--- src/rtl/core/linear_phase_ramp_rotator_defines.svh ---
// assertion macros for the linear phase ramp rotator
`ifndef LINEAR_PHASE_RAMP_ROTATOR_DEFINES_SVH
`define LINEAR_PHASE_RAMP_ROTATOR_DEFINES_SVH

`ifndef ASSERT_OFF
// property must hold at every clock edge outside reset
`define LPRR_ASSERT(lbl, clk, rst_n, prop, msg) \
    lbl: assert property (@(posedge clk) disable iff (!rst_n) (prop)) else $error(msg);
// condition must never be seen outside reset
`define LPRR_NEVER(lbl, clk, rst_n, cond, msg) \
    lbl: assert property (@(posedge clk) disable iff (!rst_n) !(cond)) else $error(msg);
`else
`define LPRR_ASSERT(lbl, clk, rst_n, prop, msg)
`define LPRR_NEVER(lbl, clk, rst_n, cond, msg)
`endif

`endif

--- src/rtl/core/lprr_fifo.sv ---
module lprr_fifo #(
    parameter int WIDTH = 1,
    parameter int DEPTH = 4,
    parameter int CNT_W = $clog2(DEPTH + 1)
) (
    input  logic             clk,
    input  logic             rst_n,
    input  logic             wr_en,
    input  logic [WIDTH-1:0] wr_data,
    output logic             full,
    input  logic             rd_en,
    output logic [WIDTH-1:0] rd_data,
    output logic             empty,
    output logic [CNT_W-1:0] count
);

    localparam int PTR_W = (DEPTH > 1) ? $clog2(DEPTH) : 1;

    logic [WIDTH-1:0] mem [DEPTH];
    logic [PTR_W-1:0] wr_ptr_reg, wr_ptr_next;
    logic [PTR_W-1:0] rd_ptr_reg, rd_ptr_next;
    logic [CNT_W-1:0] count_reg, count_next;
    logic             wr_ok;
    logic             rd_ok;

    assign full    = (count_reg == CNT_W'(DEPTH));
    assign empty   = (count_reg == '0);
    assign count   = count_reg;
    assign rd_data = mem[rd_ptr_reg];
    assign wr_ok   = wr_en && !full;
    assign rd_ok   = rd_en && !empty;

    always_comb
    begin
        wr_ptr_next = wr_ptr_reg;
        rd_ptr_next = rd_ptr_reg;
        count_next  = count_reg;
        if (wr_ok)
            wr_ptr_next = (wr_ptr_reg == PTR_W'(DEPTH - 1)) ? '0 : wr_ptr_reg + 1'b1;
        if (rd_ok)
            rd_ptr_next = (rd_ptr_reg == PTR_W'(DEPTH - 1)) ? '0 : rd_ptr_reg + 1'b1;
        if (wr_ok && !rd_ok)
            count_next = count_reg + 1'b1;
        else if (rd_ok && !wr_ok)
            count_next = count_reg - 1'b1;
    end

    always_ff @(posedge clk or negedge rst_n)
    begin
        if (!rst_n)
        begin
            wr_ptr_reg <= '0;
            rd_ptr_reg <= '0;
            count_reg  <= '0;
        end
        else
        begin
            wr_ptr_reg <= wr_ptr_next;
            rd_ptr_reg <= rd_ptr_next;
            count_reg  <= count_next;
        end
    end

    always_ff @(posedge clk)
    begin
        if (wr_ok)
            mem[wr_ptr_reg] <= wr_data;
    end

endmodule

--- config.mk ---
export PLATFORM = sky130hd
export DESIGN_NAME = lprr_fifo
export DESIGN_NICKNAME = d
export VERILOG_FILES = /design/src/rtl/core/linear_phase_ramp_rotator_defines.svh /design/src/rtl/core/lprr_fifo.sv
export SDC_FILE = /design/constraint.sdc
export NUM_CORES = 1
export LEC_CHECK = 0
export ABC_AREA = 1
export BUFFER_PORTS_ARGS = -buffer_cell sky130_fd_sc_hd__buf_2
export CAP_MARGIN = 20
export CORE_AREA = 3 3 40 42
export DETAILED_ROUTE_END_ITERATION = 7
export DIE_AREA = 0 0 43 45
export GPL_TIMING_DRIVEN = 0
export HOLD_SLACK_MARGIN = 0.06
export PLACE_DENSITY_LB_ADDON = 0.1
export SLEW_MARGIN = 15
export SYNTH_ARGS = -nofsm -noshare
export SYNTH_HDL_FRONTEND = slang
export SYNTH_SLANG_ARGS = --single-unit
--- constraint.sdc ---
create_clock -name clk -period 2.5 [get_ports clk]
set_input_delay 0.5 -clock clk [delete_from_list [all_inputs] [get_ports clk]]
set_output_delay 0.5 -clock clk [all_outputs]
set_load 0.01 [all_outputs]
* Word level (Yosys, flattened, before mapping)
Memory sizes are Yosys's and may differ from the RTL's. Cells that the tools add are included.
Cells by class: multiplexer cells 6, reduce and logical (&&, ||, !) cells 10, add/subtract/negate cells 4, equality and inequality tests 3
Operators with widths (number):
- $mux 3 | 2
- $add 2x1->2 const B | 2
- $eq 2x2->1 const B | 2
- $logic_and 1x1->1 | 4
- $logic_not 1->1 | 4
- $mux 2 | 2
- $add 3x1->3 const B | 1
- $eq 3x3->1 const B | 1
- $logic_not 3->1 | 1
- $sub 3x1->3 const B | 1
- $mux 1 | 2
- $reduce_bool 2->1 | 1
Storage, ports and cells: output and inout bits 6, RAM bits 4, logic and storage cells 27, memories kept 1, register bits after elaboration 7
Memories:
- mem | words 4, bits a word 1, rd ports 1, clocked after Yosys merged registers in 0, write ports 1, line lprr_fifo.sv:19 | logic [WIDTH-1:0] mem [DEPTH];

* Logic depth before layout (Yosys ltp)
Gate-level depths: netlist (run 1).
word-level depth 7, gate-level depth with buffers 12

* Least setup slack after synthesis (run 1)
OpenSTA, ideal clock, no wires.
path kind register to register, start reg count_reg[0], in the netlist count[0], end reg count_reg[1], in the netlist count[1], required time 2373 ps, clock period less this slack 1725 ps, arrival time 1597 ps, path slack 775 ps, path buffers 0, cell stages (with the launch flop) 10, cell sequence dfrtp_1 inv_1 nand3_2 nand2_4 inv_1 ha_1 inv_1 fa_1 nand2_1 o21ai_0
On the way: elaborated cells between the ends (all ways) 15
RTL lines:
- from (decl) | line lprr_fifo.sv:22 | logic [CNT_W-1:0] count_reg, count_next;
- from (signal assigned) | line lprr_fifo.sv:60 | count_reg <= count_next;
- $eq 3x3->1 | line lprr_fifo.sv:26 | assign full = (count_reg == CNT_W'(DEPTH));
- $logic_not 1->1 | line lprr_fifo.sv:30 | assign wr_ok = wr_en && !full;
- $logic_and 1x1->1 | line lprr_fifo.sv:30
- via wr_ok | line lprr_fifo.sv:23 | logic wr_ok;
- $logic_and 1x1->1 | line lprr_fifo.sv:42 | if (wr_ok && !rd_ok)
- $mux 3 | line lprr_fifo.sv:42
- via count_next[1] | line lprr_fifo.sv:22
The timed path passes the listed nets, and every way through them passes these cells. The select of a mux whose other input is x is not followed. A chain may end at the register's enable or synchronous reset.

* Worst setup path in the final report (run 1)
start reg count_reg[1], in the netlist count[1], end reg count_reg[1], in the netlist count[1]
The elaborated chain is that of the path after synthesis.

==> results.toml, run 1 <==
[clocking]
htreeDepth = 1
cts_hold_buffers = 0
root_buffer = "clkbuf_4"
cts_buffers = 3
cts_setup_buffers = 0
insertion_delay_ns = 0.25
cts_resized = 0
cts.sinks = 11
cts_tree = "yes"
clkSlewWorstSetupHoldPaths_ns = 0.07
clk_path_buf_depth = 2

[synth]
ys_types = 17
syn_inst = 72
synth_nets = 84
synth.avg_cell_area_sq_um = 8.863
synth_top_cell_area_share_pct = 27.45
synthTopCellsByArea = "dfrtp_1 (27%), edfxtp_1 (19%), ha_1 (12%)"
ys_top_cells_by_count = "inv_1 (17), nand2_1 (16), dfrtp_1 (7), ha_1 (6), nor2_1 (6)"
synth_edf_count = 4
synthArstFlopShare_pct = 63.64
ys.flop_type = "dfrtp_1"
ys_warn_count = 0
yosysMostFrequentCell = "inv_1"
syn_area_sq_um = 638.1
ys_seq_elements = 11
ys_seq_area_share_pct = 46.27
yosys.area.top_type = "dfrtp_1"

[die]
initial_utilization_pct = 49.66
dieArea_sq_mm = 0.001935
io_pins = 11
core-area_sq_mm = 0.001285
die_y_um = 45
std_cell_rows = 13
die_x_um = 43

[timing]
min_period_ns = 1.811
drv_slew = 0
setup_viol = 0
worstMarginPinSlew_ns = 0.2075
rsz0062_at_grt = "false"
tns_ns = 0
slew-limit-headroom_pct = 86.16
fmaxAchievable_mhz = 552.0
clock_skew_ns = 0.002394
period_share_pct = 72.46
hold_violations = 0

[power]
switching_share_pct = 42.20
pwr_density_cell_mw_per_mm2 = 1170
switchingPower_mw = 0.3621
p_int_mw = 0.4958
peakVddDrop_mv = 0.6676
p_comb_share_pct = 47.9
power.total_mw = 0.8579
clockPowerShare_pct = 13.2
seqPwrFrac_pct = 38.9
power_leakage_nw = 0.4077

[grt]
grt_max_degree = 8
grt_pass1_wl_um = 1635
grt_overflow = 0
grt_pass1_vias = 394
grt.total_usage_pct = 11.63
antenna_found_initial = 0

[critical_path]
reg2reg_from = "count[1]$_DFFE_PN0P_"
crit_fanout = 7
criticalPathCategory = "reg2reg"
reg2reg_depth = 9
startpoint_type = "register"
end_kind = "register"
crit_required_ns = 2.63
arrival_ns = 1.94
setup.worst_path.start = "count[1]$_DFFE_PN0P_"

[routing]
route.detailed.drc = 0
via_per_inst = 4.683
wl_per_cell_um = 8.970
drt_iter0_markers = 5
drt_wl_total_um = 906
antenna_left = 0
num_vias = 473
dr.pass1.iters = 4

[place]
place_hpwl_um = 766.2
place_congestion = 0.7438
io_buffers = 10

[layout]
areaGrowthSynthToFinish_pct = 14.90
num-fill-cells = 126
post-route-util_pct = 57.06
num-nets-final = 99
diodes = 0
largest_reg_flops = 4
drive_above_1_share_pct = 19.77

[min_path]
hold_class = "in2async"

[run]
cap_viol_max_count = 0

[run_status]
status = "completed"
==> cell type report <==
class / instances / area [sq um] / share of cell area, %
clock buffers: 4 / 26.28 / 3.584
repair buffers: 10 / 50.05 / 6.826
well taps: 15 / 18.77 / 2.560
flip-flops and latches: 11 / 295.3 / 40.27
inverters: 17 / 63.81 / 8.703
multi-input cells: 44 / 279.0 / 38.05
==> power by group through the flow <==
stage | Clock, mW | Sequential (mW) | Combinational (mW)
floorplan | 0 | 0.337 | 0.297
global placement | 0 | 0.335 | 0.405
detailed placement | 0 | 0.339 | 0.417
CTS | 0.118 | 0.335 | 0.419
global route | 0.129 | 0.349 | 0.478
finish | 0.113 | 0.334 | 0.411
==> worst max-delay path, cell delays in order, from the launching register on <==
cell,delay [ns]
dfrtp_1,0.40
inv_1,0.13
nand3_2,0.15
nand2_4,0.12
inv_1,0.05
ha_1,0.20
inv_1,0.08
fa_1,0.41
nand2_1,0.07
o21ai_0,0.08
==> worst paths after layout <==
path	end	slack (ns)
min in group clk	mem[3]$_DFFE_PP_	0.46
max in group asynchronous	wr_ptr_reg[1]$_DFFE_PN0P_	2.28
min reg2reg	rd_ptr_reg[1]$_DFFE_PN0P_	0.54
min	count[2]$_DFFE_PN0P_	0.07
max	count[1]$_DFFE_PN0P_	0.69
max reg2reg	count[1]$_DFFE_PN0P_	0.69
==> stage by stage <==
step / cell area, sq um / setup WS [ns] / hold slack, ns / cells
2_1_floorplan: 638.1 / 0.7754 / 0.2044 / 72
3_3_place_gp: 706.9 / 0.7095 / 0.3431 / 97
3_5_place_dp: 706.9 / 0.6782 / 0.3480 / 97
4_1_cts: 733.2 / 0.6756 / 0.06692 / 101
5_1_grt: 733.2 / 0.5206 / 0.06889 / 101
6_report: 733.2 / 0.6886 / 0.06656 / 101
==> cell families after synthesis <==
| group | Yosys count | synth area share [%] |
|---|---|---|
| AND/OR/NAND/NOR | 33 | 24.71 |
| buffers and inverters | 17 | 10.00 |
| flip-flops | 11 | 46.28 |
| adder cells (fa/ha/maj) | 7 | 14.90 |
| AO/OA/AOI/OAI | 3 | 2.744 |
| XOR/XNOR | 1 | 1.373 |
==> cell usage in the layout (no fill, tap or decap), types with 2 or more instances in the layout <==
master and count:
nand3_1 5, inv_1 17, clkbuf_4 3, edfxtp_1 4, nor2_1 6, ha_1 6
buf_2 10, nand3_2 2, dfrtp_1 7, nand2_1 16
==> routing by layer <==
layer | track usage (%) | vias up | share of wire [%]
met1 | 14.80 | 214 | 45
met4 | 5.422 | 0 | 1.3
met5 | 0 | - | 0
li1 | - | 250 | -
met3 | 3.586 | 2 | 5.2
met2 | 18.26 | 7 | 48
No activity file was read; power rests on OpenSTA's default activity.
==> inputs of run 2 (changes only) <==
--- a/config.mk
+++ b/config.mk
@@ -8,9 +8,9 @@
 export ABC_AREA = 1
 export BUFFER_PORTS_ARGS = -buffer_cell sky130_fd_sc_hd__buf_2
 export CAP_MARGIN = 20
-export CORE_AREA = 3 3 40 42
+export CORE_MARGIN = 3
+export CORE_UTILIZATION = 47
 export DETAILED_ROUTE_END_ITERATION = 7
-export DIE_AREA = 0 0 43 45
 export GPL_TIMING_DRIVEN = 0
 export HOLD_SLACK_MARGIN = 0.06
 export PLACE_DENSITY_LB_ADDON = 0.1
==> constraint.sdc (replaced) <==
create_clock -name clk -period 1.48 [get_ports clk]
set_input_delay 0.296 -clock clk [delete_from_list [all_inputs] [get_ports clk]]
set_output_delay 0.296 -clock clk [all_outputs]
set_load 0.01 [all_outputs]
==> run 2 against run 1 <==
Register-to-register slack worse by 0.84 ns. Sequential power increased by 71%. Design area rose by 27%. The run now ends with negative setup slack left. Non-clock buffer count is 17 higher. Clock power is 73% higher. Utilization rose by 21 points. Clock skew down 0.0021 ns. First-iteration DRC count rose to 3.8 times the previous value.
==> results.toml, run 2 (same netlist as run 1, synthesis figures left out) <==
[timing]
rsz0062_at_grt = "true"
drv_slew = 0
setup_viol = 3
slew-limit-headroom_pct = 86.81
clock_skew_ns = 0.0003329
fin_ws_ns = -0.1510
whs_ns = 0.2550
tns_ns = -0.3768
min_period_ns = 1.631
hold_violations = 0
period_share_pct = 110.2
worstMarginPinSlew_ns = 0.1969
fmaxAchievable_mhz = 613.1

[die]
io_pins = 11
core-area_sq_mm = 0.001186
die_x_um = 42.85
initial_utilization_pct = 53.80
die_y_um = 42.85
std_cell_rows = 12
dieArea_sq_mm = 0.001836

[routing]
wl_per_cell_um = 11.91
via_per_inst = 4.624
drt_wl_total_um = 1393
num_vias = 541
drt_iter0_markers = 19
route.detailed.drc = 0
dr.pass1.iters = 4
antenna_left = 0

[run]
cap_viol_max_count = 0

[grt]
antenna_found_initial = 0
grt_max_degree = 8
grt_pass1_vias = 503
grt_overflow = 0
grt_pass1_wl_um = 1980
grt.total_usage_pct = 14.90

[layout]
num-fill-cells = 86
instances_no_fill = 117
register_area_sq_um = 299.0
largest_reg_flops = 4
num-nets-final = 116
final_common_cell = "buf_4"
diodes = 0
drive_above_1_share_pct = 47.57
post-route-util_pct = 78.48
mostFrequentLayoutCells = "buf_4 (15), nand2_1 (13), inv_1 (10)"
fin_area_sq_um = 930.9
areaGrowthSynthToFinish_pct = 45.88
multi_input_area_sq_um = 326.6

[min_path]
hold_class = "in2reg"
min_from = "wr_data"

[critical_path]
crit_fanout = 2
setup.worst_path.start = "count[0]$_DFFE_PN0P_"
crit_required_ns = 1.63
reg2reg_from = "count[0]$_DFFE_PN0P_"
arrival_ns = 1.78
end_kind = "register"
startpoint_type = "register"
criticalPathCategory = "reg2reg"

[power]
power_leakage_nw = 0.4862
peakVddDrop_mv = 1.438
switchingPower_mw = 0.8084
switching_share_pct = 41.58
clockPowerShare_pct = 10.1
p_int_mw = 1.136
p_comb_share_pct = 60.6
seqPwrFrac_pct = 29.4
pwr_density_cell_mw_per_mm2 = 2088
power.total_mw = 1.944

[clocking]
cts_buffers = 3
htreeDepth = 1
clk_path_buf_depth = 2
root_buffer = "clkbuf_4"
cts.sinks = 11
clkSlewWorstSetupHoldPaths_ns = 0.07
insertion_delay_ns = 0.25
cts_tree = "yes"

[place]
place_congestion = 0.7034
placed_cells = 96
pre_cts_slack_ns = -0.2549
dpl_cell_area_sq_um = 730.7
io_buffers = 10
place_hpwl_um = 844.3

[run_status]
status = "complete, but fails checks"
violations = "negative setup slack"
run 2: cell types whose count changed in the layout (fill, tap and decap cells not counted), moves of 2 or more:
| cell | change |
|---|---|
| nand3_4 | +2 |
| buf_6 | +2 |
| nand2_1 | -3 |
| inv_1 | -7 |
| inv_4 | +3 |
| inv_2 | +4 |
| dfrtp_2 | +3 |
| nand2_2 | +2 |
| buf_4 | +15 |
| dfrtp_1 | -3 |
run 2: layout make-up:
class | instances | area share [%]
multi-input combinational | 44 | 35.08
tap | 14 | 1.882
sequential | 11 | 32.12
inverter | 17 | 7.661
timing repair buffer | 27 | 20.43
clock buffer | 4 | 2.823
run 2: what timing repair did:
item                                    CTS  global route
hold endpoints to repair                  7             0
cloned                                    0             0
hold buffers                              1             0
resized for setup                         8             8
endpoints found under the setup margin    3             5
setup buffers                            11             5
pin swaps                                 6             7
run 2: layer usage:
| layer | vias to the layer above | track usage [%] | share of wire, % |
|---|---|---|---|
| met5 | - | 0 | 0 |
| met4 | 0 | 4.969 | 2.3 |
| met3 | 4 | 5.085 | 3.9 |
| met2 | 15 | 27.54 | 55 |
| met1 | 240 | 15.26 | 39 |
| li1 | 282 | - | - |
run 2: critical path, cell delays in order, from the launching register on:
cell and delay (ns):
dfrtp_2 0.44, inv_4 0.09, nand3_4 0.09, nand2_4 0.09, inv_4 0.04, ha_4 0.16
inv_4 0.06, fa_2 0.42, nand2_1 0.09, o21ai_1 0.06
run 2: path summary, 6_finish.rpt:
path / slack [ns] / cells after the start / endpoint
max: -0.15 / 9 / count[1]$_DFFE_PN0P_
max in group asynchronous: 0.91 / 2 / count[0]$_DFFE_PN0P_
min in group asynchronous: 0.40 / 2 / count[1]$_DFFE_PN0P_
min: 0.25 / 1 / mem[0]$_DFFE_PP_
max reg2reg: -0.15 / 9 / count[1]$_DFFE_PN0P_
min reg2reg: 0.55 / 2 / rd_ptr_reg[1]$_DFFE_PN0P_
run 2: power by group through the flow:
stage / clock network (mW) / registers (mW) / logic [mW]
6_report: 0.196 / 0.571 / 1.18
5_1_grt: 0.218 / 0.581 / 1.34
4_1_cts: 0.203 / 0.563 / 1.04
3_5_place_dp: 0 / 0.591 / 0.774
3_3_place_gp: 0 / 0.581 / 0.725
2_1_floorplan: 0 / 0.583 / 0.546
