[src/rtl/core/linear_phase_ramp_rotator_defines.svh]
// assertion macros for the linear phase ramp rotator
`ifndef LINEAR_PHASE_RAMP_ROTATOR_DEFINES_SVH
`define LINEAR_PHASE_RAMP_ROTATOR_DEFINES_SVH

`ifndef ASSERT_OFF
// property must hold at every clock edge outside reset
`define LPRR_ASSERT(lbl, clk, rst_n, prop, msg) \
    lbl: assert property (@(posedge clk) disable iff (!rst_n) (prop)) else $error(msg);
// condition must never be seen outside reset
`define LPRR_NEVER(lbl, clk, rst_n, cond, msg) \
    lbl: assert property (@(posedge clk) disable iff (!rst_n) !(cond)) else $error(msg);
`else
`define LPRR_ASSERT(lbl, clk, rst_n, prop, msg)
`define LPRR_NEVER(lbl, clk, rst_n, cond, msg)
`endif

`endif

[src/rtl/core/lprr_pkg.sv]
package lprr_pkg;

    localparam int SAMPLE_WIDTH = 16;
    localparam int MAX_BINS_DEF = 4096;
    localparam int STEP_WIDTH   = 32;
    localparam int LEN_WIDTH    = 13;
    localparam int ROM_DEPTH    = 1024;
    localparam int ROM_AW       = 10;
    localparam int ROM_W        = 16;
    localparam int PHASE_TOP_W  = ROM_AW + 2;
    localparam int MID_DEPTH    = 4;
    localparam int OUT_DEPTH    = 8;
    localparam int OUT_CNT_W    = $clog2(OUT_DEPTH + 1);

    localparam logic [63:0] PI_Q30 = 64'd3373259426;

    // register indexes, selected by paddr[2]
    localparam logic REG_PHASE_STEP  = 1'b0;
    localparam logic REG_LINE_LENGTH = 1'b1;

    localparam logic [LEN_WIDTH-1:0] LINE_LENGTH_RESET = 13'd4096;

    typedef struct packed {
        logic signed [SAMPLE_WIDTH-1:0] sample_i;
        logic signed [SAMPLE_WIDTH-1:0] sample_q;
    } sample_t;

    typedef struct packed {
        logic signed [SAMPLE_WIDTH-1:0] rotated_i;
        logic signed [SAMPLE_WIDTH-1:0] rotated_q;
        logic                           end_of_line;
    } result_t;

    // classified bin handed from front to back
    typedef struct packed {
        logic signed [SAMPLE_WIDTH-1:0] sample_i;
        logic signed [SAMPLE_WIDTH-1:0] sample_q;
        logic [PHASE_TOP_W-1:0]         phase;
        logic                           last;
    } mid_item_t;

    typedef struct packed {
        logic [STEP_WIDTH-1:0] phase_step;
        logic [LEN_WIDTH-1:0]  line_length;
        logic                  restart;
    } cfg_t;

    typedef struct packed {
        logic last;
        logic line_start;
    } front_status_t;

    typedef logic [ROM_W-1:0] sine_rom_t [ROM_DEPTH];

    // quarter-wave sine, centre of each cell, integer taylor series in q30
    function automatic sine_rom_t build_sine_rom();
        sine_rom_t          rom;
        logic [63:0]        x;
        logic [63:0]        x2;
        logic [63:0]        term;
        logic signed [63:0] acc;
        logic [63:0]        scaled;
        for (int n = 0; n < ROM_DEPTH; n++)
        begin
            x    = (PI_Q30 * 64'(2 * n + 1)) >> 12;
            x2   = (x * x) >> 30;
            term = x;
            acc  = $signed(x);
            for (int k = 1; k <= 8; k++)
            begin
                term = (term * x2) >> 30;
                unique case (k)
                    1:       term = term / 64'd6;
                    2:       term = term / 64'd20;
                    3:       term = term / 64'd42;
                    4:       term = term / 64'd72;
                    5:       term = term / 64'd110;
                    6:       term = term / 64'd156;
                    7:       term = term / 64'd210;
                    default: term = term / 64'd272;
                endcase
                if (k[0])
                    acc = acc - $signed(term);
                else
                    acc = acc + $signed(term);
            end
            if (acc < 0)
                acc = 0;
            scaled = (64'(acc) * 64'd32767 + (64'd1 << 29)) >> 30;
            rom[n] = scaled[ROM_W-1:0];
        end
        return rom;
    endfunction

    localparam sine_rom_t SINE_ROM = build_sine_rom();

endpackage

[src/rtl/core/lprr_front.sv]
module lprr_front #(
    parameter int MAX_BINS = lprr_pkg::MAX_BINS_DEF
) (
    input  logic                    clk,
    input  logic                    rst_n,
    input  lprr_pkg::cfg_t          cfg,
    input  logic                    push,
    input  lprr_pkg::sample_t       sample,
    output logic                    full,
    input  logic                    mid_full,
    output logic                    mid_push,
    output lprr_pkg::mid_item_t     mid_item,
    output lprr_pkg::front_status_t status
);

    localparam int LEN_W = $clog2(MAX_BINS + 1);
    localparam int LW1   = LEN_W + 1;
    localparam int CNT_W = (MAX_BINS > 2) ? $clog2(MAX_BINS) : 1;
    localparam int SW    = lprr_pkg::STEP_WIDTH;
    localparam int RESET_LEN = (MAX_BINS < 4096) ? MAX_BINS : 4096;

    logic             restart_pend_reg, restart_pend_next;
    logic [LEN_W-1:0] eff_len_reg, eff_len_next;
    logic [SW-1:0]    start_phase_reg, start_phase_next;
    logic [SW-1:0]    phase_accum_reg, phase_accum_next;
    logic [CNT_W-1:0] bin_count_reg, bin_count_next;
    logic [LEN_W-1:0] eff_len_cfg;
    logic [SW-1:0]    half_ext;
    logic             accept;
    logic             last;

    // clamp the line length to [2, MAX_BINS]
    always_comb
    begin
        if (cfg.line_length < lprr_pkg::LEN_WIDTH'(2))
            eff_len_cfg = LEN_W'(2);
        else if (32'(cfg.line_length) > 32'(MAX_BINS))
            eff_len_cfg = LEN_W'(MAX_BINS);
        else
            eff_len_cfg = LEN_W'(cfg.line_length);
    end

    assign half_ext = SW'(eff_len_cfg >> 1);
    assign full     = mid_full || restart_pend_reg;
    assign accept   = push && !full;
    assign last     = (LW1'(bin_count_reg) + 1'b1) >= LW1'(eff_len_reg);

    assign mid_push          = accept;
    assign mid_item.sample_i = sample.sample_i;
    assign mid_item.sample_q = sample.sample_q;
    assign mid_item.phase    = phase_accum_reg[SW-1 -: lprr_pkg::PHASE_TOP_W];
    assign mid_item.last     = last;

    assign status.last       = last;
    assign status.line_start = (bin_count_reg == '0);

    always_comb
    begin
        restart_pend_next = cfg.restart;
        eff_len_next      = eff_len_reg;
        start_phase_next  = start_phase_reg;
        phase_accum_next  = phase_accum_reg;
        bin_count_next    = bin_count_reg;
        priority if (restart_pend_reg)
        begin
            // new settings: recompute the start phase of a line
            eff_len_next     = eff_len_cfg;
            start_phase_next = '0 - (half_ext * cfg.phase_step);
            phase_accum_next = '0 - (half_ext * cfg.phase_step);
            bin_count_next   = '0;
        end
        else if (accept && last)
        begin
            phase_accum_next = start_phase_reg;
            bin_count_next   = '0;
        end
        else if (accept)
        begin
            phase_accum_next = phase_accum_reg + cfg.phase_step;
            bin_count_next   = bin_count_reg + 1'b1;
        end
        else
        begin
            // idle: hold the line position
            bin_count_next = bin_count_reg;
        end
    end

    always_ff @(posedge clk or negedge rst_n)
    begin
        if (!rst_n)
        begin
            restart_pend_reg <= 1'b0;
            eff_len_reg      <= LEN_W'(RESET_LEN);
            start_phase_reg  <= '0;
            phase_accum_reg  <= '0;
            bin_count_reg    <= '0;
        end
        else
        begin
            restart_pend_reg <= restart_pend_next;
            eff_len_reg      <= eff_len_next;
            start_phase_reg  <= start_phase_next;
            phase_accum_reg  <= phase_accum_next;
            bin_count_reg    <= bin_count_next;
        end
    end

endmodule

[config.mk]
export PLATFORM = sky130hd
export DESIGN_NAME = lprr_front
export DESIGN_NICKNAME = d
export VERILOG_FILES = /design/src/rtl/core/linear_phase_ramp_rotator_defines.svh /design/src/rtl/core/lprr_pkg.sv /design/src/rtl/core/lprr_front.sv
export SDC_FILE = /design/constraint.sdc
export NUM_CORES = 1
export LEC_CHECK = 0
export BUFFER_PORTS_ARGS = -buffer_cell sky130_fd_sc_hd__buf_4
export CAP_MARGIN = 20
export CORE_MARGIN = 2
export CORE_UTILIZATION = 50
export DETAILED_ROUTE_END_ITERATION = 10
export PLACE_DENSITY = 0.71
export SYNTH_ARGS = -nofsm -noshare
export SYNTH_HDL_FRONTEND = slang
export SYNTH_SLANG_ARGS = --single-unit
[constraint.sdc]
create_clock -name clk -period 3.95 [get_ports clk]
set_clock_uncertainty 0.1 [all_clocks]
set_input_delay 0.79 -clock clk [delete_from_list [all_inputs] [get_ports clk]]
set_output_delay 0.79 -clock clk [all_outputs]
set_load 0.02 [all_outputs]
* Yosys cells after proc, flatten, opt, wreduce, memory -nomap -nowiden *
Index checks and enable logic that the tools add are counted.

word-level totals
  output and inout bits = 49
  register bits after elaboration = 90
  word-level logic and storage cells = 27

cells by class
  $lt $le $gt $ge = 3
  multipliers = 1
  $add $sub $neg = 4
  multiplexer cells = 8
  reductions and logical operators = 6

operators by type and width
  kind                                                                           number
  32-bit two-way mux                                                             3
  12-bit two-way mux                                                             3
  32-bit adder                                                                   1
  12-bit by 32-bit multiplier with 32-bit output                                 1
  1-bit by 32-bit subtractor with 32-bit output, first input constant            1
  13-bit two-way mux                                                             2
  12-bit by 1-bit adder with 13-bit output, second input constant                1
  13-bit >= comparator                                                           1
  13-bit > comparator, second input constant                                     1
  13-bit by 2-bit less-than comparator with 1-bit output, second input constant  1
  12-bit by 1-bit adder with 12-bit output, second input constant                1
  12-bit logical NOT                                                             1
  3-bit nonzero test                                                             1
  1-bit logical AND                                                              2
  1-bit logical NOT                                                              1
  1-bit logical OR                                                               1

* Logic depth before layout (Yosys ltp) *
Gate-level depths: netlist of run 1.

  word-level depth = 6
  mapped depth = 25

* Least setup slack after synthesis of run 1 *
No wires, ideal clock.

  path type = input port to flip-flop
  from = input cfg[5] (netlist name)
  to = register start_phase_reg[26]
  arrival time = 7019 ps
  slack = -3294 ps
  path buffers = 1
  stages = 23
  setup time = 125 ps
  cells stage by stage = nor4_1 nand3_1 o21ai_0 clkbuf_1 and3_1 fa_1 fa_1 inv_1 fa_1 fa_1 inv_1 fa_1 inv_1 ha_1 or3_4 or4_1 a311o_1 a31oi_2 a21oi_2 or4_1 a31oi_1 xnor2_1 mux2_4

between the ends
  longest elaborated chain between the ends = 5
  elaborated cells between the ends (all ways) = 6
  classes of those cells = add/sub: 1; mul: 1; order compare: 2; mux: 2

RTL lines
  element                                           line               RTL
  from (decl)                                       lprr_front.sv:6    input lprr_pkg::cfg_t cfg,
  13-bit > comparator                               lprr_front.sv:37   else if (32'(cfg.line_length) > 32'(MAX_BINS))
  13-bit two-way mux                                lprr_front.sv:37
  13-bit two-way mux *                              lprr_front.sv:35   if (cfg.line_length < lprr_pkg::LEN_WIDTH'(2))
  12-bit by 32-bit multiplier with 32-bit output *  lprr_front.sv:68   start_phase_next = '0 - (half_ext * cfg.phase_step);
  1-bit by 32-bit subtractor with 32-bit output *   lprr_front.sv:68
  to (signal assigned)                              lprr_front.sv:103  start_phase_reg <= start_phase_next;
  to (decl)                                         lprr_front.sv:24   logic [SW-1:0] start_phase_reg, start_phase_next;

Every way passes the cells marked *; elsewhere a longest branch is shown, timed or not.
A chain may end at the register's enable or synchronous reset.

* Worst setup path after layout of run 1 *
  from = input cfg[6] (netlist name)
  to = register start_phase_reg[26]

Same word-level chain as after synthesis.

==> flow_metrics.env, run 1 <==
export IMPL_status="complete, but fails checks"
export IMPL_violations="negative setup slack"
export IMPL_grt_use_total=0.289
export IMPL_p_leak_nw=9.66
export IMPL_syn_cell_area_um2=16200
export IMPL_first_global_vias=14700
export IMPL_clkTransAtPathRegs_ns=0.07
export IMPL_grt_max_degree=58
export IMPL_routed_via_density=5.61
export IMPL_synth_cell_types=73
export IMPL_r2r_slack_ns=0.14
export IMPL_layout_commonest_cell="inv_1"
export IMPL_cts_hold_buf=0
export IMPL_hp_class="in2async"
export IMPL_die_w_um=184
export IMPL_design_area_um2=20000
export IMPL_syn_nets=2335
export IMPL_final_cell_mix="310 x inv_1, 290 x buf_4, 236 x fa_1"
export IMPL_max_slew_margin=0.256
export IMPL_fin_crit_sh=1.76
export IMPL_io_pins=131
export IMPL_tightest_slew_ns=1.11
export IMPL_layout_drive_gt1_share=0.253
export IMPL_cpPeakStageDelay_ns=0.53
export IMPL_antenna_found_initial=0
export IMPL_cp_slowest_cell="fa_1"
export IMPL_fin_nets=2545
export IMPL_final_cells=2505
export IMPL_path_cells="buf_6, nor4_4, nand3_4, o21ai_4, buf_12, and3_4, fa_1, fa_1, inv_1, fa_1, fa_1, inv_1, fa_1, inv_2, ha_4, or3_4, or4_4, a311o_1, a31oi_4, a21oi_2, or4_1, a31oi_2, xnor2_1, mux2_4"
export IMPL_synth_cells=1888
export IMPL_seq_area_frac_synth=0.139
export IMPL_crit_top_cell="fa_1"
export IMPL_detailed_place_hpwl_um=35900
export IMPL_syn_area_per_cell_um2=8.56
export IMPL_grt_ovfl_total=0
export IMPL_async_flop_share=1.00
export IMPL_htree_levels=3
export IMPL_clock_latency_ns=0.35
export IMPL_synth_edf_count=0
export IMPL_peakVddDrop_mv=1.02
export IMPL_critPathRequiredTime_ns=4.08
export IMPL_first_pass_iters=5
export IMPL_place_gp_congestion=0.946
export IMPL_dpl_cell_area_um2=18400
export IMPL_cts_tree="built"
export IMPL_clk_path_buf_depth=2
export IMPL_multi_input_area_um2=12900
export IMPL_fin_crit_ns=6.94
export IMPL_crit_start="cfg[6]"
export IMPL_setup_viol=56
export IMPL_place_inst=2440
export IMPL_initialDrtViolationCount=994
export IMPL_fin_ws_ns=-2.99
export IMPL_cts_root_buf="clkbuf_16"
export IMPL_tns_ns=-126.90
export IMPL_p_total_w=0.0208
export IMPL_hold_viol=0
export IMPL_ys_warn_count=0
export IMPL_hold_ws_ns=0.293
export IMPL_clkSinkCount=90
export IMPL_die_area_um2=33800
export IMPL_initial_core_util=0.509
export IMPL_crit_fanout=7
export IMPL_routed_wl_um=47400
export IMPL_port_buffers=66
export IMPL_criticalPathCategory="in2reg"
export IMPL_p_per_area_nw_per_um2=1040
export IMPL_cp_end_kind="register"
export IMPL_wl_per_cell_um=18.9
export IMPL_ff_latch_area_um2=2260
export IMPL_grt_pass1_wl_um=76200
export IMPL_worstReg2RegStart="bin_count_reg[1]"
export IMPL_die_y_um=184
export IMPL_vias=14000
export IMPL_nFillCells=2538
export IMPL_yosys_register_bits=90
export IMPL_area_delta_synth_final_pct=24.1
export IMPL_synth_main_ff_cell="dfrtp_1"
export IMPL_drtAntennaViolNets=0
export IMPL_fp_row_count=65
export IMPL_maxCapViolCount=0
export IMPL_clock_fmax_mhz=144
export IMPL_cp_arrival_ns=7.07
export IMPL_drc_errors=0
export IMPL_numCtsBuffers=9
export IMPL_cp_start_kind="input pin"
export IMPL_rsz0062_at_grt="yes"
export IMPL_drv_slew=0
export IMPL_core_area_um2=31700
-- metrics by stage --
step | utilization | setup WS [ns]
final | 0.632 | -2.99
after detailed placement | 0.581 | -3.38
after floorplan | - | -2.86
after CTS | 0.618 | -2.98
after global routing | 0.632 | -3.08
after global placement | 0.581 | -3.27
-- cell families after synthesis --
logic type,share of synthesized area
simple gates,0.176
mux,0.00682
buf+inv,0.119
compound gates,0.124
fa+ha+maj,0.394
xor+xnor,0.0404
flops,0.139
-- worst max-delay path: cells and delay by family --
kind	cells	cell delay [ns]
adder cells (fa/ha/maj)	6	2.58
XOR/XNOR	1	0.11
AO/OA/AOI/OAI	5	1.05
AND/OR/NAND/NOR	6	1.84
multiplexers	1	0.27
buffers and inverters	5	0.41
-- worst paths after layout --
path	to	cells past startpoint
setup reg to reg	bin_count_reg[2]	17
hold / removal	eff_len_reg[2]	1
max in group asynchronous	start_phase_reg[17]	2
setup / recovery	start_phase_reg[26]	24
hold reg to reg	start_phase_reg[13]	2
min in group clk	start_phase_reg[13]	2
-- layer usage --
layer	up-vias	track usage	share of wire
met1	7015	0.385	0.42
met3	126	0.0341	0.056
met4	0	0.108	0.038
met5	-	0	0
met2	538	0.485	0.49
li1	6367	-	-
-- final cells by class --
cell class,count,share of cell area
clock inverters,2,0.00187
well taps,402,0.0251
flip-flops and latches,90,0.113
inverters,325,0.0610
multi-input cells,1336,0.645
diodes,1,0.000125
repair buffers,336,0.142
clock buffers,13,0.0125
-- Yosys cell counts, drive strengths merged (17+ instances only) --
cell type	instances	area (um^2)
nor2	61	229
clkbuf	88	350
and2	138	866
o21ai	104	521
nand2	231	867
inv	324	1220
buf	49	358
xnor2	45	394
ha	126	1580
a21o	24	184
a21oi	66	334
xor2	27	236
a211oi	17	128
dfrtp	89	2230
and3	55	345
fa	239	4780
nand3	21	105
-- what timing repair did --
| item | 4_1_cts | 5_1_grt |
|---|---|---|
| buffers inserted | 44 | 26 |
| endpoints found under the setup margin | 59 | 67 |
| cloned | 1 | 0 |
| gates resized for setup | 168 | 71 |
| pin swaps | 85 | 55 |
-- report_power, final --
group / leakage [nW] / internal [W] / total [W] / switching (W)
clock: 0.136 / 0.000506 / 0.000872 / 0.000367
sequential: 1.11 / 0.00134 / 0.00159 / 0.000249
combinational: 8.42 / 0.00912 / 0.0183 / 0.00921
(Power assumes the default switching activity.)
==> run 2, diff against run 1 <==
- CAP_MARGIN: 20 -> 10
- PLACE_DENSITY: 0.71 -> 0.68
- clock period: 3.95 -> 7.7 ns (I/O delays scaled with it)
==> run 2 against run 1 <==
  * Power decreased by 60%
  * Critical endpoint unchanged
  * Combinational power decreased by 61%
  * Sequential power decreased by 49%
  * Cell area decreased by 9.2%
  * Hold slack improved by 0.087 ns
  * Critical path type unchanged
  * Count of clock-buffer cells in the layout decreased by 1
  * Wire length decreased by 7.6%
  * The flow now finishes without violations
  * First-iteration DRC count increased by 1.7%
==> flow_metrics.env, run 2 (synthesis gave the netlist of run 1 again) <==
export IMPL_status="finished clean"
export IMPL_crit_fanout=6
export IMPL_area_delta_synth_final_pct=12.6
export IMPL_hold_depth=1
export IMPL_port_buffers=66
export IMPL_clk_path_buf_depth=2
export IMPL_grt_max_degree=82
export IMPL_crit_top_cell="fa_1"
export IMPL_final_cell_mix="320 x inv_1, 238 x fa_1, 230 x nand2_1"
export IMPL_fin_nets=2401
export IMPL_clock_fmax_mhz=131
export IMPL_antenna_found_initial=0
export IMPL_clock_latency_ns=0.35
export IMPL_cts_hold_buf=0
export IMPL_cp_num_cells=24
export IMPL_p_leak_nw=8.85
export IMPL_setup_viol=0
export IMPL_grt_ovfl_total=0
export IMPL_criticalPathCategory="in2reg"
export IMPL_cp_start_kind="input pin"
export IMPL_tightest_slew_ns=0.894
export IMPL_path_cells="buf_6, nor4_4, nand3_2, o21ai_4, buf_12, and3_4, fa_1, fa_1, inv_1, fa_1, fa_1, inv_2, fa_1, inv_1, ha_2, or3_4, or4_4, a311o_1, a31oi_4, a21oi_2, or4_4, a31oi_4, xnor2_2, mux2_4"
export IMPL_cp_num_buf_inv=5
export IMPL_drc_errors=0
export IMPL_io_pins=131
export IMPL_routed_via_density=5.59
export IMPL_tns_ns=0
export IMPL_fin_ws_ns=0.0390
export IMPL_cp_end_kind="register"
export IMPL_routed_wl_um=43800
export IMPL_first_global_vias=13700
export IMPL_cpPeakStageDelay_ns=0.54
export IMPL_fp_row_count=65
export IMPL_numCtsBuffers=9
export IMPL_maxCapViolCount=0
export IMPL_clkTransAtPathRegs_ns=0.06
export IMPL_initial_core_util=0.509
export IMPL_place_gp_congestion=0.891
export IMPL_grt_pass1_wl_um=71600
export IMPL_cts_tree="built"
export IMPL_first_pass_iters=5
export IMPL_vias=13200
export IMPL_p_per_area_nw_per_um2=460
export IMPL_nFillCells=2841
export IMPL_dpl_worst_slack_ns=-0.361
export IMPL_cp_arrival_ns=7.79
export IMPL_hold_viol=0
export IMPL_hp_class="reg2reg"
export IMPL_die_w_um=184
export IMPL_initialDrtViolationCount=1011
export IMPL_antennaDiodeCount=0
export IMPL_wl_per_cell_um=18.6
export IMPL_fin_crit_ns=7.66
export IMPL_fin_crit_sh=0.995
export IMPL_die_area_um2=33800
export IMPL_utilization=0.574
export IMPL_htree_levels=3
export IMPL_cts_root_buf="clkbuf_16"
export IMPL_layout_drive_gt1_share=0.142
export IMPL_grt_use_total=0.271
export IMPL_layout_commonest_cell="inv_1"
export IMPL_detailed_place_hpwl_um=33800
export IMPL_critPathRequiredTime_ns=7.83
export IMPL_die_y_um=184
export IMPL_cp_slowest_cell="fa_1"
export IMPL_critPathTopFamily="adder cells"
export IMPL_max_slew_margin=0.400
export IMPL_core_area_um2=31700
export IMPL_drv_slew=0
export IMPL_clkSinkCount=90
export IMPL_ff2ff_path_depth=16
export IMPL_rsz0062_at_grt="yes"
export IMPL_peakVddDrop_mv=0.372
export IMPL_drtAntennaViolNets=0
## run 2: path summary, 6_finish.rpt
check                               startpoint             endpoint  slack, ns
max reg2reg                   bin_count_reg[0]  phase_accum_reg[26]       3.20
min in group asynchronous                rst_n       eff_len_reg[6]       1.03
max in group asynchronous                rst_n  start_phase_reg[21]       5.35
max                                     cfg[8]  start_phase_reg[26]       0.04
min                        start_phase_reg[20]  start_phase_reg[20]       0.38
min reg2reg                start_phase_reg[20]  start_phase_reg[20]       0.38
## run 2: cell type report
type	instances	area [um^2]	share of cell area
sequential	90	2250	0.124
inverter	325	1220	0.0670
tap	402	503	0.0276
multi-input combinational	1336	12200	0.672
clock buffer	12	267	0.0146
clock inverter	4	33.8	0.00186
timing repair buffer	192	1690	0.0926
## run 2: metrics by stage
| stage | power, W | hold slack, ns | instance area [um^2] | instances |
|---|---|---|---|---|
| floorplan | 0.00526 | 0.348 | 16200 | 1888 |
| global placement | 0.00731 | 0.362 | 17500 | 2333 |
| detailed placement | 0.00741 | 0.368 | 17500 | 2333 |
| CTS | 0.00793 | 0.382 | 17900 | 2353 |
| global route | 0.00921 | 0.414 | 18200 | 2361 |
| finish | 0.00837 | 0.379 | 18200 | 2361 |
## run 2: power by group
part / total (W) / switching, W / internal, W
combinational: 0.00711 / 0.00373 / 0.00338
clock: 0.000446 / 0.000198 / 0.000248
sequential: 0.000814 / 0.000125 / 0.000689
total: 0.00837 / 0.00405 / 0.00432
## run 2: repair_timing
| action | 4_1_cts | 5_1_grt |
|---|---|---|
| gates resized for setup | 1 | 55 |
| buffers inserted | 3 | 7 |
| cloned | 1 | 1 |
| endpoints found under the setup margin | 1 | 24 |
| pin swaps | 2 | 30 |
## run 2: metal layers
layer / vias up / GRT usage / part of all wire
met5: - / 0 / 0
met4: 0 / 0.0710 / 0.027
met3: 74 / 0.0386 / 0.066
met2: 415 / 0.453 / 0.47
met1: 6604 / 0.372 / 0.43
li1: 6094 / - / -
==> run 3, diff against run 2 <==
- ABC_AREA: default -> 1
==> run 3 against run 2 <==
  * Critical path depth up 1
  * Synthesized area up 0.65%
  * Critical path type unchanged
  * Utilization down 3.5 points
  * Die area rose by 0.64%
  * Cell area is 4.3% lower
  * Hold slack worse by 0.0084 ns
  * Via count up 8.3%
  * Non-clock buffer count is 79 lower
  * Fmax increased by 4.9%
==> flow_metrics.env, run 3 <==
export IMPL_p_per_area_nw_per_um2=422
export IMPL_cp_arrival_ns=7.40
export IMPL_io_pins=131
export IMPL_utilization=0.539
export IMPL_max_slew_margin=0.435
export IMPL_routed_via_density=5.43
export IMPL_yosysTopAreaCell="fa_1"
export IMPL_first_global_vias=14900
export IMPL_grt_max_degree=66
export IMPL_initialDrtViolationCount=1007
export IMPL_die_area_um2=34000
export IMPL_grt_use_total=0.300
export IMPL_die_y_um=184
export IMPL_synth_main_ff_cell="dfrtp_1"
export IMPL_htree_levels=3
export IMPL_grt_pass1_wl_um=79100
export IMPL_numCtsBuffers=9
export IMPL_synthSimpleGateAreaFrac=0.189
export IMPL_port_buffers=66
export IMPL_routed_wl_um=47900
export IMPL_crit_top_cell="fa_1"
export IMPL_clkTransAtPathRegs_ns=0.06
export IMPL_post_synth_top_count_cell="inv_1"
export IMPL_syn_nets=2618
export IMPL_criticalPathCategory="in2reg"
export IMPL_fp_row_count=66
export IMPL_tns_ns=0
export IMPL_cp_start_kind="input pin"
export IMPL_ff_latch_area_um2=2250
export IMPL_peakVddDrop_mv=0.321
export IMPL_fin_crit_sh=0.948
export IMPL_synth_top_cell_area_share=0.294
export IMPL_tightest_slew_ns=0.846
export IMPL_synth_xor_area_frac=0.0194
export IMPL_synth_cell_types=45
export IMPL_fin_crit_ns=7.30
export IMPL_area_delta_synth_final_pct=7.06
export IMPL_ys_warn_count=0
export IMPL_seq_area_frac_synth=0.139
export IMPL_final_cell_mix="462 x inv_1, 385 x nand2_1, 273 x nor2_1"
export IMPL_cp_num_buf_inv=5
export IMPL_maxCapViolCount=0
export IMPL_hp_class="reg2reg"
export IMPL_cts_root_buf="clkbuf_16"
export IMPL_antennaDiodeCount=0
export IMPL_cp_end_kind="register"
export IMPL_drtAntennaViolNets=0
export IMPL_syn_area_per_cell_um2=7.49
export IMPL_synth_commonest_cells="464 x inv_1, 385 x nand2_1, 273 x nor2_1"
export IMPL_cp_slowest_cell="fa_1"
export IMPL_detailed_place_hpwl_um=39700
export IMPL_clkSinkCount=90
export IMPL_synth_compound_area_frac=0.115
export IMPL_synth_area_leaders="fa_1 29%, dfrtp_1 14%, inv_1 11%"
export IMPL_fin_nets=2633
export IMPL_layout_drive_gt1_share=0.0680
export IMPL_multi_input_area_um2=11600
export IMPL_synthMuxAreaShare=0
export IMPL_first_pass_iters=5
export IMPL_hold_viol=0
export IMPL_syn_cell_area_um2=16300
export IMPL_status="finished clean"
export IMPL_place_gp_congestion=0.993
export IMPL_synth_cells=2171
export IMPL_clk_path_buf_depth=2
export IMPL_critPathTopFamily="adder cells"
export IMPL_synth_top_family_by_area="adder cells"
export IMPL_critPathRequiredTime_ns=7.80
export IMPL_die_w_um=184
export IMPL_yosys_register_bits=90
export IMPL_clock_latency_ns=0.35
export IMPL_wl_per_cell_um=18.2
export IMPL_drv_slew=0
export IMPL_async_flop_share=1.00
export IMPL_rsz0062_at_grt="no"
export IMPL_crit_fanout=16
export IMPL_setup_viol=0
export IMPL_cpPeakStageDelay_ns=0.51
export IMPL_antenna_found_initial=0
export IMPL_initial_core_util=0.504
export IMPL_clock_fmax_mhz=137
export IMPL_vias=14300
export IMPL_cts_tree="built"
export IMPL_grt_ovfl_total=0
export IMPL_synth_edf_count=0
export IMPL_drc_errors=0
export IMPL_p_leak_nw=8.94
export IMPL_core_area_um2=32300
export IMPL_synth_adder_area_share=0.391
export IMPL_layout_commonest_cell="inv_1"
export IMPL_nFillCells=3107
## run 3: cell count changes in the layout (fill, tap and decap cells not counted), moves of 23 or more
cell	delta
xnor2_1	-32
nand2_1	+155
nor2_1	+214
a21oi_1	+61
and2_1	-135
inv_1	+142
buf_4	-61
o21ai_0	+23
and3_1	-49
nand3_1	+29
## run 3: metrics by stage
step	worst slack, ns	instance area, um^2	total power, W	instances	hold slack, ns
final	0.397	17400	0.00735	2632	0.371
after floorplan	0.576	16300	0.00489	2171	0.339
after CTS	0.433	17400	0.00724	2632	0.375
after global placement	0.113	17100	0.00668	2617	0.354
after global routing	0.0529	17400	0.00818	2632	0.398
after detailed placement	0.0709	17100	0.00674	2617	0.358
## run 3: report_power, final
part / internal, W / switching (W)
Clock: 0.000268 / 0.000189
Sequential: 0.000668 / 0.000118
Combinational: 0.00224 / 0.00386
## run 3: logic make-up after synthesis
logic type	count (synthesis)
AND/OR/NAND/NOR	764
AO/OA/AOI/OAI	335
buffers and inverters	581
adder cells (fa/ha/maj)	365
XOR/XNOR	36
flip-flops	90
## run 3: layout make-up
cell class                      instances  share of cell area
Clock buffer                           11              0.0145
Inverter                              472               0.102
Timing Repair Buffer                  113              0.0516
Multi-Input combinational cell       1500               0.668
Tap cell                              442              0.0318
Sequential cell                        90               0.129
Clock inverter                          4             0.00295
## run 3: path summary, 6_finish.rpt
path	start	endpoint	slack, ns	depth (start not counted)
min in group asynchronous	rst_n	start_phase_reg[5]	1.06	1
worst min-delay path	start_phase_reg[30]	start_phase_reg[30]	0.37	2
worst min register to register	start_phase_reg[30]	start_phase_reg[30]	0.37	2
worst max register to register	bin_count_reg[0]	phase_accum_reg[22]	3.02	18
worst max-delay path	cfg[9]	phase_accum_reg[28]	0.40	25
max in group asynchronous	rst_n	start_phase_reg[0]	5.34	2
## run 3: worst reg2reg max path, delay by kind of cell, from the launching register on
family	cells	cell delay [ns]
adders and majority gates	1	0.27
DFF	1	0.37
and+or+nand+nor	8	1.87
AOI/OAI and AO/OA	4	0.75
xor gates and xnor gates	1	0.22
buffers and inverters	4	0.95
## run 3: layer usage
| metal | track usage | vias up | part of all wire |
|---|---|---|---|
| li1 | - | 6667 | - |
| met1 | 0.388 | 7027 | 0.41 |
| met2 | 0.522 | 495 | 0.49 |
| met3 | 0.0316 | 97 | 0.058 |
| met4 | 0.105 | 0 | 0.037 |
| met5 | 0 | - | 0 |
## run 3: repair_timing
action	4_1_cts	5_1_grt
buffers inserted	0	0
resized for setup	0	2
hold buffers	0	0
setup endpoints to repair	0	1
